===== config.mk =====
export PLATFORM = sky130hd
export DESIGN_NAME = rolling_vwap_three_windows_top
export DESIGN_NICKNAME = d
export VERILOG_FILES = /design/src/rvwap_pkg.sv /design/src/rolling_vwap_three_windows_top.sv /design/src/rvwap_ctrl.sv /design/src/rvwap_div.sv /design/src/rvwap_dp.sv
export SDC_FILE = /design/constraint.sdc
export NUM_CORES = 2
export LEC_CHECK = 0
export BUFFER_PORTS_ARGS = -buffer_cell sky130_fd_sc_hd__buf_2
export CORE_ASPECT_RATIO = 0.75
export CORE_MARGIN = 10
export CORE_UTILIZATION = 50
export CTS_BUF_LIST = sky130_fd_sc_hd__clkbuf_8
export DETAILED_ROUTE_END_ITERATION = 16
export GPL_TIMING_DRIVEN = 0
export PLACE_DENSITY = 0.66
export SYNTH_ARGS = -nofsm -noshare
export SYNTH_HDL_FRONTEND = slang
export SYNTH_SLANG_ARGS = --single-unit

===== constraint.sdc =====
create_clock -name clock -period 17 [get_ports clock]
set_input_delay 1.7 -clock clock [delete_from_list [all_inputs] [get_ports clock]]
set_output_delay 1.7 -clock clock [all_outputs]
set_load 0.01 [all_outputs]

===== src/rvwap_pkg.sv =====
// Shared types and constants for the rolling three-window VWAP block.
// No dependencies; every other file refers to this package by scoped names.
package rvwap_pkg;

   localparam int MAX_WINDOW_DEF = 32;

   localparam int WIN_W    = 6;
   localparam int AMOUNT_W = 48;
   localparam int VOLUME_W = 40;
   localparam int ASUM_W   = 53;
   localparam int VSUM_W   = 45;
   localparam int AVG_W    = 32;
   localparam int NUM_WIN  = 3;

   localparam int CSR_IDX_W = 2;

   localparam logic [CSR_IDX_W-1:0] CSR_SHORT_WINDOW = 2'd0;
   localparam logic [CSR_IDX_W-1:0] CSR_MID_WINDOW   = 2'd1;
   localparam logic [CSR_IDX_W-1:0] CSR_LONG_WINDOW  = 2'd2;

   localparam logic [WIN_W-1:0] SHORT_WINDOW_RST = 6'd5;
   localparam logic [WIN_W-1:0] MID_WINDOW_RST   = 6'd10;
   localparam logic [WIN_W-1:0] LONG_WINDOW_RST  = 6'd20;

   typedef enum logic [1:0] {
      WIN_SHORT = 2'd0,
      WIN_MID   = 2'd1,
      WIN_LONG  = 2'd2
   } win_sel_type;

   typedef struct packed {
      logic                series_start;
      logic [AMOUNT_W-1:0] trade_amount;
      logic [VOLUME_W-1:0] trade_volume;
   } req_type;

   typedef struct packed {
      logic [AVG_W-1:0] avg_short;
      logic [AVG_W-1:0] avg_mid;
      logic [AVG_W-1:0] avg_long;
      logic             short_valid;
      logic             mid_valid;
      logic             long_valid;
   } rsp_type;

   typedef struct packed {
      logic        load;
      logic        read;
      logic        update;
      logic        div_start;
      logic        finish;
      win_sel_type sel;
   } ctrl_cmd_type;

   typedef struct packed {
      logic div_done;
   } dp_status_type;

endpackage


===== src/rolling_vwap_three_windows_top.sv =====
// Top level of the rolling three-window VWAP block: sequencer plus datapath.
// Depends on rvwap_pkg, rvwap_ctrl, rvwap_dp (and through it rvwap_div).
//
//   Port group  Direction  Handshake            Payload
//   req_        in         req_valid/req_ready  req_data (rvwap_pkg::req_type)
//   rsp_        out        rsp_valid/rsp_ready  rsp_data (rvwap_pkg::rsp_type)
//   csr_        in         csr_we only          csr_index, csr_wdata
//
// A transaction passes from acceptance to the output register in steps: it is accepted,
// then for each of the three windows the oldest point is read, the sums are updated, the
// shared divider is started and the sequencer waits for its 32 quotient bits and the
// hand-over (sooner when the volume sum is zero or the quotient saturates); last, the
// result is loaded. Reset is synchronous and needs no clearing pass. The result
// sits in an output register, so a new transaction is accepted while it waits; only the
// hand-over of the next result waits for rsp_ready.
module rolling_vwap_three_windows_top #(
   parameter int MAX_WINDOW = rvwap_pkg::MAX_WINDOW_DEF
) (
   input  logic                            clock,
   input  logic                            reset,
   input  logic                            req_valid,
   output logic                            req_ready,
   input  rvwap_pkg::req_type              req_data,
   output logic                            rsp_valid,
   input  logic                            rsp_ready,
   output rvwap_pkg::rsp_type              rsp_data,
   input  logic                            csr_we,
   input  logic [rvwap_pkg::CSR_IDX_W-1:0] csr_index,
   input  logic [rvwap_pkg::WIN_W-1:0]     csr_wdata
);

   rvwap_pkg::ctrl_cmd_type  cmd;
   rvwap_pkg::dp_status_type status;

   rvwap_ctrl u_ctrl (
      .clock     (clock),
      .reset     (reset),
      .req_valid (req_valid),
      .req_ready (req_ready),
      .rsp_valid (rsp_valid),
      .rsp_ready (rsp_ready),
      .cmd       (cmd),
      .status    (status)
   );

   rvwap_dp #(
      .MAX_WINDOW (MAX_WINDOW)
   ) u_dp (
      .clock     (clock),
      .reset     (reset),
      .req_data  (req_data),
      .csr_we    (csr_we),
      .csr_index (csr_index),
      .csr_wdata (csr_wdata),
      .cmd       (cmd),
      .status    (status),
      .rsp_data  (rsp_data)
   );

`ifndef SYNTHESIS
   a_one_command : assert property (@(posedge clock) disable iff (reset)
      $onehot0({cmd.load, cmd.read, cmd.update, cmd.div_start, cmd.finish}))
      else $error("more than one datapath command in a cycle");

   a_update_after_read : assert property (@(posedge clock) disable iff (reset)
      cmd.update |-> $past(cmd.read))
      else $error("sum update without a preceding history read");

   a_div_after_update : assert property (@(posedge clock) disable iff (reset)
      cmd.div_start |-> $past(cmd.update))
      else $error("divider started on a stale sum");

   a_no_overwrite : assert property (@(posedge clock) disable iff (reset)
      cmd.finish |-> (!rsp_valid || rsp_ready))
      else $error("pending result overwritten");
`endif

endmodule


===== src/rvwap_ctrl.sv =====
// Sequencer for the rolling VWAP block: walks each transaction through the
// three windows and hands the result to the output register. Uses rvwap_pkg.
module rvwap_ctrl (
   input  logic                     clock,
   input  logic                     reset,
   input  logic                     req_valid,
   output logic                     req_ready,
   output logic                     rsp_valid,
   input  logic                     rsp_ready,
   output rvwap_pkg::ctrl_cmd_type  cmd,
   input  rvwap_pkg::dp_status_type status
);

   typedef enum logic [5:0] {
      ST_IDLE      = 6'b000001,
      ST_READ      = 6'b000010,
      ST_UPDATE    = 6'b000100,
      ST_DIV_START = 6'b001000,
      ST_DIV_WAIT  = 6'b010000,
      ST_FINISH    = 6'b100000
   } state_type;

   state_type              state_ff, state_in;
   rvwap_pkg::win_sel_type sel_ff, sel_in;
   logic                   rsp_valid_ff, rsp_valid_in;

   always_comb begin
      state_in      = state_ff;
      sel_in        = sel_ff;
      req_ready     = 1'b0;
      cmd.load      = 1'b0;
      cmd.read      = 1'b0;
      cmd.update    = 1'b0;
      cmd.div_start = 1'b0;
      cmd.finish    = 1'b0;
      cmd.sel       = sel_ff;
      case (state_ff)
         ST_IDLE: begin
            req_ready = 1'b1;
            if (req_valid) begin
               cmd.load = 1'b1;
               sel_in   = rvwap_pkg::WIN_SHORT;
               state_in = ST_READ;
            end
         end
         ST_READ: begin
            cmd.read = 1'b1;
            state_in = ST_UPDATE;
         end
         ST_UPDATE: begin
            cmd.update = 1'b1;
            state_in   = ST_DIV_START;
         end
         ST_DIV_START: begin
            cmd.div_start = 1'b1;
            state_in      = ST_DIV_WAIT;
         end
         ST_DIV_WAIT: begin
            if (status.div_done) begin
               case (sel_ff)
                  rvwap_pkg::WIN_SHORT: begin
                     sel_in   = rvwap_pkg::WIN_MID;
                     state_in = ST_READ;
                  end
                  rvwap_pkg::WIN_MID: begin
                     sel_in   = rvwap_pkg::WIN_LONG;
                     state_in = ST_READ;
                  end
                  default: begin
                     state_in = ST_FINISH;
                  end
               endcase
            end
         end
         ST_FINISH: begin
            // The output register is only reloaded once the previous
            // transaction has been taken.
            if (!rsp_valid_ff || rsp_ready) begin
               cmd.finish = 1'b1;
               state_in   = ST_IDLE;
            end
         end
         default: begin
            state_in = ST_IDLE;
         end
      endcase
   end

   always_comb begin
      rsp_valid_in = rsp_valid_ff;
      if (cmd.finish) begin
         rsp_valid_in = 1'b1;
      end else if (rsp_ready) begin
         rsp_valid_in = 1'b0;
      end
   end

   always_ff @(posedge clock) begin
      if (reset) begin
         state_ff     <= ST_IDLE;
         sel_ff       <= rvwap_pkg::WIN_SHORT;
         rsp_valid_ff <= 1'b0;
      end else begin
         state_ff     <= state_in;
         sel_ff       <= sel_in;
         rsp_valid_ff <= rsp_valid_in;
      end
   end

   assign rsp_valid = rsp_valid_ff;

endmodule


===== src/rvwap_div.sv =====
// Radix-2 restoring divider producing a saturated 32-bit quotient of a
// window amount sum by its volume sum, one quotient bit per cycle. Uses rvwap_pkg.
module rvwap_div (
   input  logic                           clock,
   input  logic                           reset,
   input  logic                           start,
   input  logic [rvwap_pkg::ASUM_W-1:0]   dividend,
   input  logic [rvwap_pkg::VSUM_W-1:0]   divisor,
   output logic                           done,
   output logic [rvwap_pkg::AVG_W-1:0]    quotient,
   output logic                           nonzero
);

   localparam int HI_W  = rvwap_pkg::ASUM_W - rvwap_pkg::AVG_W;
   localparam int REM_W = rvwap_pkg::VSUM_W + 1;
   localparam int CNT_W = $clog2(rvwap_pkg::AVG_W);

   logic                          busy_ff, busy_in;
   logic                          done_ff, done_in;
   logic [CNT_W-1:0]              cnt_ff, cnt_in;
   logic [REM_W-1:0]              rem_ff, rem_in;
   logic [rvwap_pkg::AVG_W-1:0]   low_ff, low_in;
   logic [rvwap_pkg::VSUM_W-1:0]  dvs_ff, dvs_in;
   logic [rvwap_pkg::AVG_W-1:0]   quo_ff, quo_in;
   logic                          ok_ff, ok_in;

   logic [REM_W-1:0] trial;
   logic [REM_W-1:0] diff;
   logic             fits;
   logic [HI_W-1:0]  dividend_hi;

   assign dividend_hi = dividend[rvwap_pkg::ASUM_W-1:rvwap_pkg::AVG_W];
   assign trial       = {rem_ff[REM_W-2:0], low_ff[rvwap_pkg::AVG_W-1]};
   assign fits        = trial >= {1'b0, dvs_ff};
   assign diff        = trial - {1'b0, dvs_ff};

   always_comb begin
      busy_in = busy_ff;
      done_in = 1'b0;
      cnt_in  = cnt_ff;
      rem_in  = rem_ff;
      low_in  = low_ff;
      dvs_in  = dvs_ff;
      quo_in  = quo_ff;
      ok_in   = ok_ff;
      if (start) begin
         if (divisor == '0) begin
            quo_in  = '0;
            ok_in   = 1'b0;
            done_in = 1'b1;
         end else if (rvwap_pkg::VSUM_W'(dividend_hi) >= divisor) begin
            // The quotient needs more than 32 bits, so it saturates.
            quo_in  = '1;
            ok_in   = 1'b1;
            done_in = 1'b1;
         end else begin
            // The upper part is below the divisor, so it is the first remainder.
            rem_in  = REM_W'(dividend_hi);
            low_in  = dividend[rvwap_pkg::AVG_W-1:0];
            dvs_in  = divisor;
            quo_in  = '0;
            ok_in   = 1'b1;
            cnt_in  = CNT_W'(rvwap_pkg::AVG_W - 1);
            busy_in = 1'b1;
         end
      end else if (busy_ff) begin
         rem_in = fits ? diff : trial;
         quo_in = {quo_ff[rvwap_pkg::AVG_W-2:0], fits};
         low_in = {low_ff[rvwap_pkg::AVG_W-2:0], 1'b0};
         cnt_in = cnt_ff - 1'b1;
         if (cnt_ff == '0) begin
            busy_in = 1'b0;
            done_in = 1'b1;
         end
      end
   end

   always_ff @(posedge clock) begin
      if (reset) begin
         busy_ff <= 1'b0;
         done_ff <= 1'b0;
      end else begin
         busy_ff <= busy_in;
         done_ff <= done_in;
      end
   end

   always_ff @(posedge clock) begin
      cnt_ff <= cnt_in;
      rem_ff <= rem_in;
      low_ff <= low_in;
      dvs_ff <= dvs_in;
      quo_ff <= quo_in;
      ok_ff  <= ok_in;
   end

   assign done     = done_ff;
   assign quotient = quo_ff;
   assign nonzero  = ok_ff;

endmodule


===== src/rvwap_dp.sv =====
// Datapath of the rolling VWAP block: window registers, point history memory,
// running sums, the shared divider and the output register. Uses rvwap_pkg, rvwap_div.
module rvwap_dp #(
   parameter int MAX_WINDOW = rvwap_pkg::MAX_WINDOW_DEF
) (
   input  logic                              clock,
   input  logic                              reset,
   input  rvwap_pkg::req_type                req_data,
   input  logic                              csr_we,
   input  logic [rvwap_pkg::CSR_IDX_W-1:0]   csr_index,
   input  logic [rvwap_pkg::WIN_W-1:0]       csr_wdata,
   input  rvwap_pkg::ctrl_cmd_type           cmd,
   output rvwap_pkg::dp_status_type          status,
   output rvwap_pkg::rsp_type                rsp_data
);

   localparam int SLOT_W = $clog2(MAX_WINDOW);
   localparam int CNT_W  = $clog2(MAX_WINDOW + 1);
   localparam int CMP_W  = (CNT_W > rvwap_pkg::WIN_W) ? CNT_W : rvwap_pkg::WIN_W;
   localparam int OLD_W  = CNT_W + 1;

   logic [rvwap_pkg::WIN_W-1:0]    win_ff [rvwap_pkg::NUM_WIN];
   logic [rvwap_pkg::WIN_W-1:0]    win_in [rvwap_pkg::NUM_WIN];
   logic [SLOT_W-1:0]              slot_ff, slot_in;
   logic [CNT_W-1:0]               seen_ff, seen_in;
   logic [rvwap_pkg::ASUM_W-1:0]   asum_ff [rvwap_pkg::NUM_WIN];
   logic [rvwap_pkg::ASUM_W-1:0]   asum_in [rvwap_pkg::NUM_WIN];
   logic [rvwap_pkg::VSUM_W-1:0]   vsum_ff [rvwap_pkg::NUM_WIN];
   logic [rvwap_pkg::VSUM_W-1:0]   vsum_in [rvwap_pkg::NUM_WIN];

   logic [rvwap_pkg::AMOUNT_W-1:0] amount_ff;
   logic [rvwap_pkg::VOLUME_W-1:0] volume_ff;
   logic [rvwap_pkg::AMOUNT_W-1:0] amount_hist_ff [MAX_WINDOW];
   logic [rvwap_pkg::VOLUME_W-1:0] volume_hist_ff [MAX_WINDOW];
   logic [rvwap_pkg::AMOUNT_W-1:0] amount_old_ff;
   logic [rvwap_pkg::VOLUME_W-1:0] volume_old_ff;

   logic [rvwap_pkg::AVG_W-1:0]    avg_ff [rvwap_pkg::NUM_WIN];
   logic                           avg_ok_ff [rvwap_pkg::NUM_WIN];
   rvwap_pkg::rsp_type             rsp_ff;

   logic [rvwap_pkg::WIN_W-1:0]    win_cur;
   logic [CMP_W-1:0]               win_ext;
   logic [CMP_W-1:0]               eff_c;
   logic [CNT_W-1:0]               eff;
   logic [OLD_W-1:0]               slot_ext;
   logic [OLD_W-1:0]               old_w;
   logic [SLOT_W-1:0]              old_slot;
   logic                           drop_old;
   logic [rvwap_pkg::ASUM_W-1:0]   asum_upd;
   logic [rvwap_pkg::VSUM_W-1:0]   vsum_upd;
   logic                           csr_hit;
   logic                           restart;

   logic                           div_done;
   logic [rvwap_pkg::AVG_W-1:0]    div_quotient;
   logic                           div_nonzero;

   // Effective length of the selected window: zero counts as one, and
   // anything beyond the history depth is clamped to it.
   always_comb begin
      win_cur = win_ff[cmd.sel];
      win_ext = CMP_W'(win_cur);
      if (win_ext == '0) begin
         eff_c = CMP_W'(1);
      end else if (win_ext > CMP_W'(MAX_WINDOW)) begin
         eff_c = CMP_W'(MAX_WINDOW);
      end else begin
         eff_c = win_ext;
      end
      eff = eff_c[CNT_W-1:0];
   end

   always_comb begin
      slot_ext = OLD_W'(slot_ff);
      if (slot_ext >= OLD_W'(eff)) begin
         old_w = slot_ext - OLD_W'(eff);
      end else begin
         old_w = slot_ext + OLD_W'(MAX_WINDOW) - OLD_W'(eff);
      end
      old_slot = old_w[SLOT_W-1:0];
      drop_old = seen_ff >= eff;
   end

   assign asum_upd = asum_ff[cmd.sel] + rvwap_pkg::ASUM_W'(amount_ff)
                   - (drop_old ? rvwap_pkg::ASUM_W'(amount_old_ff) : '0);
   assign vsum_upd = vsum_ff[cmd.sel] + rvwap_pkg::VSUM_W'(volume_ff)
                   - (drop_old ? rvwap_pkg::VSUM_W'(volume_old_ff) : '0);

   always_comb begin
      win_in  = win_ff;
      slot_in = slot_ff;
      seen_in = seen_ff;
      asum_in = asum_ff;
      vsum_in = vsum_ff;
      csr_hit = 1'b0;
      if (csr_we) begin
         case (csr_index)
            rvwap_pkg::CSR_SHORT_WINDOW: begin
               win_in[rvwap_pkg::WIN_SHORT] = csr_wdata;
               csr_hit = 1'b1;
            end
            rvwap_pkg::CSR_MID_WINDOW: begin
               win_in[rvwap_pkg::WIN_MID] = csr_wdata;
               csr_hit = 1'b1;
            end
            rvwap_pkg::CSR_LONG_WINDOW: begin
               win_in[rvwap_pkg::WIN_LONG] = csr_wdata;
               csr_hit = 1'b1;
            end
            default: begin
               csr_hit = 1'b0;
            end
         endcase
      end
      if (cmd.update) begin
         asum_in[cmd.sel] = asum_upd;
         vsum_in[cmd.sel] = vsum_upd;
      end
      if (cmd.finish) begin
         slot_in = (slot_ff == SLOT_W'(MAX_WINDOW - 1)) ? '0 : slot_ff + 1'b1;
         seen_in = (seen_ff == CNT_W'(MAX_WINDOW)) ? seen_ff : seen_ff + 1'b1;
      end
      // A new window length or a series start empties every window.
      restart = csr_hit || (cmd.load && req_data.series_start);
      if (restart) begin
         slot_in = '0;
         seen_in = '0;
         for (int k = 0; k < rvwap_pkg::NUM_WIN; k++) begin
            asum_in[k] = '0;
            vsum_in[k] = '0;
         end
      end
   end

   always_ff @(posedge clock) begin
      if (reset) begin
         win_ff[rvwap_pkg::WIN_SHORT] <= rvwap_pkg::SHORT_WINDOW_RST;
         win_ff[rvwap_pkg::WIN_MID]   <= rvwap_pkg::MID_WINDOW_RST;
         win_ff[rvwap_pkg::WIN_LONG]  <= rvwap_pkg::LONG_WINDOW_RST;
         slot_ff <= '0;
         seen_ff <= '0;
         for (int k = 0; k < rvwap_pkg::NUM_WIN; k++) begin
            asum_ff[k] <= '0;
            vsum_ff[k] <= '0;
         end
      end else begin
         win_ff  <= win_in;
         slot_ff <= slot_in;
         seen_ff <= seen_in;
         asum_ff <= asum_in;
         vsum_ff <= vsum_in;
      end
   end

   always_ff @(posedge clock) begin
      if (cmd.load) begin
         amount_ff <= req_data.trade_amount;
         volume_ff <= req_data.trade_volume;
      end
   end

   // Point history: one write at the end of a transaction, one registered
   // read of the oldest point of the window being processed.
   always_ff @(posedge clock) begin
      if (cmd.finish) begin
         amount_hist_ff[slot_ff] <= amount_ff;
         volume_hist_ff[slot_ff] <= volume_ff;
      end
      if (cmd.read) begin
         amount_old_ff <= amount_hist_ff[old_slot];
         volume_old_ff <= volume_hist_ff[old_slot];
      end
   end

   rvwap_div u_div (
      .clock    (clock),
      .reset    (reset),
      .start    (cmd.div_start),
      .dividend (asum_ff[cmd.sel]),
      .divisor  (vsum_ff[cmd.sel]),
      .done     (div_done),
      .quotient (div_quotient),
      .nonzero  (div_nonzero)
   );

   always_ff @(posedge clock) begin
      if (div_done) begin
         avg_ff[cmd.sel]    <= div_quotient;
         avg_ok_ff[cmd.sel] <= div_nonzero;
      end
   end

   always_ff @(posedge clock) begin
      if (cmd.finish) begin
         rsp_ff.avg_short   <= avg_ff[rvwap_pkg::WIN_SHORT];
         rsp_ff.avg_mid     <= avg_ff[rvwap_pkg::WIN_MID];
         rsp_ff.avg_long    <= avg_ff[rvwap_pkg::WIN_LONG];
         rsp_ff.short_valid <= avg_ok_ff[rvwap_pkg::WIN_SHORT];
         rsp_ff.mid_valid   <= avg_ok_ff[rvwap_pkg::WIN_MID];
         rsp_ff.long_valid  <= avg_ok_ff[rvwap_pkg::WIN_LONG];
      end
   end

   assign status.div_done = div_done;
   assign rsp_data        = rsp_ff;

endmodule

== After elaboration in Yosys (flattened, before gate mapping) ==
Memories as Yosys holds them, arrays and structs flattened. A register that Yosys moved wholly into a read port is not among the register bits.
Cells that the tools add are included.

* Output and inout bits: 101
* Bits of input ports: 102
* Memories: 4
* Bits in registers: 582
* Memory bits (writable): 2915

* Magnitude comparators: 7
* Mux-type cells: 74
* Bitwise gates (word level): 4
* $add $sub $neg: 11
* Reductions and logical operators: 25
* Eq/ne operators: 17

{| class="wikitable"
|+ Memory list
! name !! words !! bits a word !! rd ports !! clocked after Yosys merged registers in !! write ports !! line !! RTL
|-
| u_dp.amount_hist_ff || 32 || 48 || 1 || 1 || 1 || rvwap_dp.sv:33 || <nowiki>logic [rvwap_pkg::AMOUNT_W-1:0] amount_hist_ff [MAX_WINDOW];</nowiki>
|-
| u_dp.volume_hist_ff || 32 || 40 || 1 || 1 || 1 || rvwap_dp.sv:34 || <nowiki>logic [rvwap_pkg::VOLUME_W-1:0] volume_hist_ff [MAX_WINDOW];</nowiki>
|-
| u_dp.avg_ff || 3 || 32 || 3 || 3 || 1 || rvwap_dp.sv:38 || <nowiki>logic [rvwap_pkg::AVG_W-1:0] avg_ff [rvwap_pkg::NUM_WIN];</nowiki>
|-
| u_dp.avg_ok_ff || 3 || 1 || 3 || 3 || 1 || rvwap_dp.sv:39 || <nowiki>logic avg_ok_ff [rvwap_pkg::NUM_WIN];</nowiki>
|}

{| class="wikitable"
|+ Operators by type and width
! operator !! number
|-
| $mux W45 || 8
|-
| $mux W32 || 8
|-
| $bwmux W159 || 1
|-
| $mux W53 || 3
|-
| $bwmux W135 || 1
|-
| $bmux W53 S2 || 1
|-
| $demux W53 S2 || 1
|-
| $bmux W45 S2 || 1
|-
| $demux W45 S2 || 1
|-
| $sub A45 B45 Y45 || 2
|-
| $add A53 B48 Y53 || 1
|-
| $sub A53 B53 Y53 || 1
|-
| $mux W48 || 1
|-
| $mux W6 || 8
|-
| $ge A46 B45 Y1 || 1
|-
| $add A45 B40 Y45 || 1
|-
| $ge A21 B45 Y1 || 1
|-
| $logic_not A45 Y1 || 1
|-
| $mux W40 || 1
|-
| $pmux W6 S6 || 1
|-
| $mux W5 || 6
|-
| $mux W1 || 27
|-
| $bmux W6 S2 || 1
|-
| $eq A6 B6 Y1 const B || 2
|-
| 36 further kinds || 58
|}

== Depth between registers and ports, before layout ==
* Depth in word-level cells: 11
* Depth in mapped cells: 35
* Gate-level depth less buffers: 30

== Hierarchy ==
A second synthesis with hierarchy kept.

* Cells, all modules: 8588
* Area total of the unflattened synthesis: 151904.4 µm²

{| class="wikitable"
|+ By module, submodules not included
! module !! sequential area each (µm²) !! instances !! area each (µm²) !! cells each
|-
| rvwap_dp || 102258.1 || 1 || 141421.9 || 7609
|-
| rvwap_div || 4844.6 || 1 || 9950.8 || 919
|-
| rvwap_ctrl || 180.2 || 1 || 531.8 || 60
|}

== Worst setup path before layout ==
No wires, ideal clock.

* Path kind: input to register
* Start: input rsp_ready
* End: memory u_dp.amount_hist_ff[3][0] (netlist bit) (enable)
* Arrival time: 7624 ps
* Setup time: 535 ps
* Slack: 8841 ps
* Data required time: 16465 ps
* Cell stages on the path: 5
* Path buffers: 0
* Path through: nand2b_1 -> nand2_1 -> clkinv_1 -> nand2_1 -> nor2_1

{| class="wikitable"
|+ RTL lines
! element !! line !! RTL
|-
| start, declared || rolling_vwap_three_windows_top.sv:25 || <nowiki>input logic rsp_ready,</nowiki>
|-
| end, declared || rvwap_dp.sv:33 ||
|}

== Worst setup path after layout ==
* Start: register u_ctrl.sel_ff[1]
* End: register u_dp.asum_ff[50] (netlist bit)

* Cells in the longest elaborated chain, start to end: 11

{| class="wikitable"
|+ RTL lines
! element !! line !! RTL
|-
| start, declared || rvwap_ctrl.sv:24 || <nowiki>rvwap_pkg::win_sel_type sel_ff, sel_in;</nowiki>
|-
| start signal, assigned || rvwap_ctrl.sv:101 || <nowiki>sel_ff <= rvwap_pkg::WIN_SHORT;</nowiki>
|-
| start signal, assigned || rvwap_ctrl.sv:105 || <nowiki>sel_ff <= sel_in;</nowiki>
|-
| $not A2 Y3 (not written as such) * || rvwap_dp.sv:62, rvwap_dp.sv:85, rvwap_dp.sv:117 ||
|-
| $bmux W6 S2 || rvwap_dp.sv:62 || <nowiki>win_cur = win_ff[cmd.sel];</nowiki>
|-
| $mux W6 (not written as such) (2 in series) || rvwap_dp.sv:62 ||
|-
| $gt A6 B6 Y1 || rvwap_dp.sv:66 || <nowiki>end else if (win_ext > CMP_W'(MAX_WINDOW)) begin</nowiki>
|-
| $mux W6 || rvwap_dp.sv:66 ||
|-
| $mux W6 || rvwap_dp.sv:64 || <nowiki>if (win_ext == '0) begin</nowiki>
|-
| $ge A6 B6 Y1 || rvwap_dp.sv:82 || <nowiki>drop_old = seen_ff >= eff;</nowiki>
|-
| $mux W48 || rvwap_dp.sv:86 || <nowiki>- (drop_old ? rvwap_pkg::ASUM_W'(amount_old_ff) : '0);</nowiki>
|-
| $sub A53 B53 Y53 || rvwap_dp.sv:86 ||
|-
| $bwmux W159 * || rvwap_dp.sv:117 || <nowiki>asum_in[cmd.sel] = asum_upd;</nowiki>
|-
| end signal, assigned || rvwap_dp.sv:151 || <nowiki>asum_ff <= asum_in;</nowiki>
|-
| end, declared || rvwap_dp.sv:26 || <nowiki>logic [rvwap_pkg::ASUM_W-1:0] asum_ff [rvwap_pkg::NUM_WIN];</nowiki>
|}

Mark *: on every way between the ends. The rest lies on a longest branch, timed or not. The select of a mux whose other input is x is not followed.
A chain may end at the register's enable or synchronous reset.

==> metrics.txt <==
run status=finished with violations; failing checks=max-capacitance violations, max-slew violations; overall track demand over capacity in global routing=0.260; Die Span X=around 650 um; clock network latency to the later pin of the worst-skew pair=approximately 1100 ps; critical-path cell with the highest stage delay=sky130_fd_sc_hd__clkbuf_1; post-route clock skew=a little under 70 ps; vias after detailed routing=~85000; initial antenna violation count=23; leakage power summed over all cells=around 56 nW; Root Driver=sky130_fd_sc_hd__clkbuf_8; placed cells=between 10000 and 15000; hold violation total from the final report=0; Synth-to-Final Area Change=13.9%; worst relative slew slack=-0.00890; core box area=about 300000 um2; hold buffer count at CTS=0; synthesized area per cell=approximately 18 um2; fraction of registers with async set/reset=0; #FFs+latches synth=about 3700; post-CTS setup buffer count=0; total clock buffers created by CTS=approximately 570; HPWL after detailed placement=298000 um; pin count of the biggest net entering global routing=100; cell area after technology mapping=between 100000 and 150000 um2; proportion of layout cells with a drive suffix above 1=0.230; setup TNS=0 ps; CTS H-tree lvls=6; number of remaining DRC errors=0; maximum ir drop on the vdd rail=around 0.086 mV; Most used DFF post-synth=sky130_fd_sc_hd__edfxtp_1; number of detailed-routing iterations run before antenna repair=6; number of enable flip-flop cells after synthesis=3350; port bufs=about 200; clock tree from TritonCTS=built; Std-Cell Rows=around 170; Setup crit end kind=register; global routing usage on met1=0.394; cell repeated most along the worst path=sky130_fd_sc_hd__clkbuf_1; most used standard cell by instance count after synthesis=sky130_fd_sc_hd__edfxtp_1; final critical delay including setup and external delays=11770 ps; met2 track utilization from global routing=0.365; critical-path maximum fanout=10; final slew viol count=11; cell area after placement=160000 um2; nature of the critical path startpoint=register; required time reported for the critical path endpoint=roughly 18000 ps; highest achievable clock rate=between 0.08 and 0.09 GHz; routed length per instance=between 30 and 40 um; initial core utilization=0.501; number of maximum-capacitance constraint violations=1; wire length of the first global-routing pass=between 600000 and 700000 um; arrival time reported for the critical path endpoint=about 13000 ps; met3 routing resource usage after global routing=0.0810; fin nets=9662; post-layout util=0.571; full die area=323000 um2; number of clock sinks=~3700; antenna violation net count after detailed routing=0; Post-Layout Cell Count=13700; most congested layer reported by global routing=met1; Worst Max-Slew Pin Slew=around 1500 ps; Critical Setup Path Class=register to register; register clock-pin slew on the reported worst setup and hold paths=roughly 70 ps; io pins=203; worst hold-check path type=register to register; post-detailed-route via-to-cell ratio=6.22; wirelength, routed=between 400000 and 500000 um; final worst-path cycle share=0.692; total congestion overflow=0; number of distinct library cells after synthesis=between 90 and 100; Warnings, synthesis=0; vias in the first global route=roughly 84000; cell type with the largest total area after synthesis=sky130_fd_sc_hd__edfxtp_1; design area=171000 um2; deepest clock path buffer count=4; height of the die=between 400 and 500 um; CP peak stage delay=~860 ps; synthesized netlist cell count=around 8300; post-synthesis net count=8700; Seq/Total Area, Yosys=0.715; post-cts resize count=0; Power per Cell Area=109 nW/um2; initial drt markers=12300; final-report setup violation count=0; Final Hold Slack=413 ps; flop2flop setup slack=around 5200 ps; area share of the leading cell type in the synthesized netlist=0.671; unrepaired setup endpoints after global routing=false; top cells by instance count after synthesis=3350 x sky130_fd_sc_hd__edfxtp_1, 880 x sky130_fd_sc_hd__mux4_2, 720 x sky130_fd_sc_hd__nand2_1, 420 x sky130_fd_sc_hd__a21oi_1, 342 x sky130_fd_sc_hd__clkbuf_1; Routability Congestion=0.948; main area contributors after synthesis=sky130_fd_sc_hd__edfxtp_1 67%, sky130_fd_sc_hd__mux4_2 13%, sky130_fd_sc_hd__dfxtp_1 4.5%
kinds of logic after synthesis:
logic type / after synthesis / share of synthesized area
buffers and inverters: 735 / 0.0190
xor gates and xnor gates: 131 / 0.00770
and+or+nand+nor: 1343 / 0.0390
muxes: 1127 / 0.150
DFF: 3684 / 0.715
AOI/OAI and AO/OA: 1026 / 0.0419
adders and majority gates: 276 / 0.0275
cell usage in the layout, fill, tap and decap left out, types with 28 or more instances in the layout:
| cell | n |
|---|---|
| sky130_fd_sc_hd__buf_12 | 145 |
| sky130_fd_sc_hd__a21oi_1 | 419 |
| sky130_fd_sc_hd__nor2_4 | 34 |
| sky130_fd_sc_hd__clkbuf_8 | 603 |
| sky130_fd_sc_hd__nor2_1 | 249 |
| sky130_fd_sc_hd__nor3_1 | 28 |
| sky130_fd_sc_hd__fa_1 | 90 |
| sky130_fd_sc_hd__nand3_1 | 65 |
| sky130_fd_sc_hd__buf_1 | 31 |
| sky130_fd_sc_hd__xnor2_1 | 81 |
| sky130_fd_sc_hd__o21a_1 | 31 |
| sky130_fd_sc_hd__and2_1 | 62 |
| sky130_fd_sc_hd__a31oi_1 | 31 |
| sky130_fd_sc_hd__nor2b_1 | 29 |
| sky130_fd_sc_hd__nand4_1 | 40 |
| sky130_fd_sc_hd__buf_2 | 248 |
| sky130_fd_sc_hd__clkinv_2 | 44 |
| sky130_fd_sc_hd__xor2_1 | 48 |
| sky130_fd_sc_hd__buf_16 | 37 |
| sky130_fd_sc_hd__nand2_1 | 720 |
| sky130_fd_sc_hd__mux4_2 | 880 |
| sky130_fd_sc_hd__edfxtp_1 | 3350 |
| sky130_fd_sc_hd__a21o_1 | 127 |
| sky130_fd_sc_hd__o21ai_0 | 198 |
| sky130_fd_sc_hd__mux2_2 | 105 |
| sky130_fd_sc_hd__mux2i_1 | 140 |
| sky130_fd_sc_hd__clkinv_1 | 128 |
| sky130_fd_sc_hd__o22ai_1 | 42 |
| sky130_fd_sc_hd__dfxtp_1 | 334 |
| sky130_fd_sc_hd__clkbuf_1 | 320 |
| sky130_fd_sc_hd__ha_1 | 186 |
| sky130_fd_sc_hd__a211oi_1 | 45 |
| sky130_fd_sc_hd__inv_1 | 482 |
layout make-up:
type                            instances  area [um2]
Inverter                              307        1160
Buffer                                428        1730
Fill cell                           22400      128000
Antenna cell                           20        50.0
Clock inverter                        402        2190
Clock buffer                          603        8300
Sequential cell                      3684      107000
Multi-Input combinational cell       3903       40100
Tap cell                             3960        4950
Timing Repair Buffer                  391        5020
report_power, final:
group / total (mW) / switching [mW] / internal [mW]
registers: 10.1 / 0.159 / 9.96
clock network: 6.99 / 3.47 / 3.52
logic: 1.58 / 0.939 / 0.644
total: 18.7 / 4.57 / 14.1
routing by layer:
layer / part of all wire / routed length [um] / up-vias
li1: - / - / 34800
met1: 0.42 / 179000 / 44300
met2: 0.43 / 182000 / 5413
met3: 0.13 / 55600 / 673
met4: 0.026 / 11000 / 8
met5: 0.00026 / 110 / -
critical path: cells and delay by family (launching register included):
| family | cells | cell delay (ps) |
|---|---|---|
| AND/OR/NAND/NOR | 6 | 770 |
| AO/OA/AOI/OAI | 14 | 4250 |
| flip-flops | 1 | 300 |
| XOR/XNOR | 1 | 360 |
| adder cells (fa/ha/maj) | 3 | 1250 |
| buffers and inverters | 9 | 4720 |
per-stage QoR:
| stage | setup WS (ps) | total power [mW] |
|---|---|---|
| 6_report | 5230 | 18.7 |
| 5_1_grt | 4910 | 19.3 |
| 4_1_cts | 5630 | 18.8 |
| 3_5_place_dp | 5680 | 11.9 |
| 3_3_place_gp | 1080 | 11.8 |
| 2_1_floorplan | 8840 | 11.2 |
state kept, by name, summed over array words and instances, names as in the netlist, 18 cells and up:
register,cells
rsp_data,99
u_dp.u_div.quotient,32
u_dp.volume_hist_ff,1280
u_dp.u_div.low_ff,32
u_dp.win_ff,18
u_dp.u_div.rem_ff,45
u_dp.volume_old_ff,40
u_dp.asum_ff,159
u_dp.amount_old_ff,48
u_dp.avg_ff,96
u_dp.amount_ff,48
u_dp.vsum_ff,135
u_dp.amount_hist_ff,1536
u_dp.u_div.dvs_ff,45
u_dp.volume_ff,40
worst paths after layout:
path	from	to	depth (start not counted)
worst min register to register	u_dp.avg_ff[2][6]	rsp_data[9]	0
worst max-delay path	u_ctrl.sel_ff[1]	u_dp.asum_ff[50]	33
worst min-delay path	u_dp.avg_ff[2][6]	rsp_data[9]	0
worst max register to register	u_ctrl.sel_ff[1]	u_dp.asum_ff[50]	33
(Power assumes the default switching activity.)
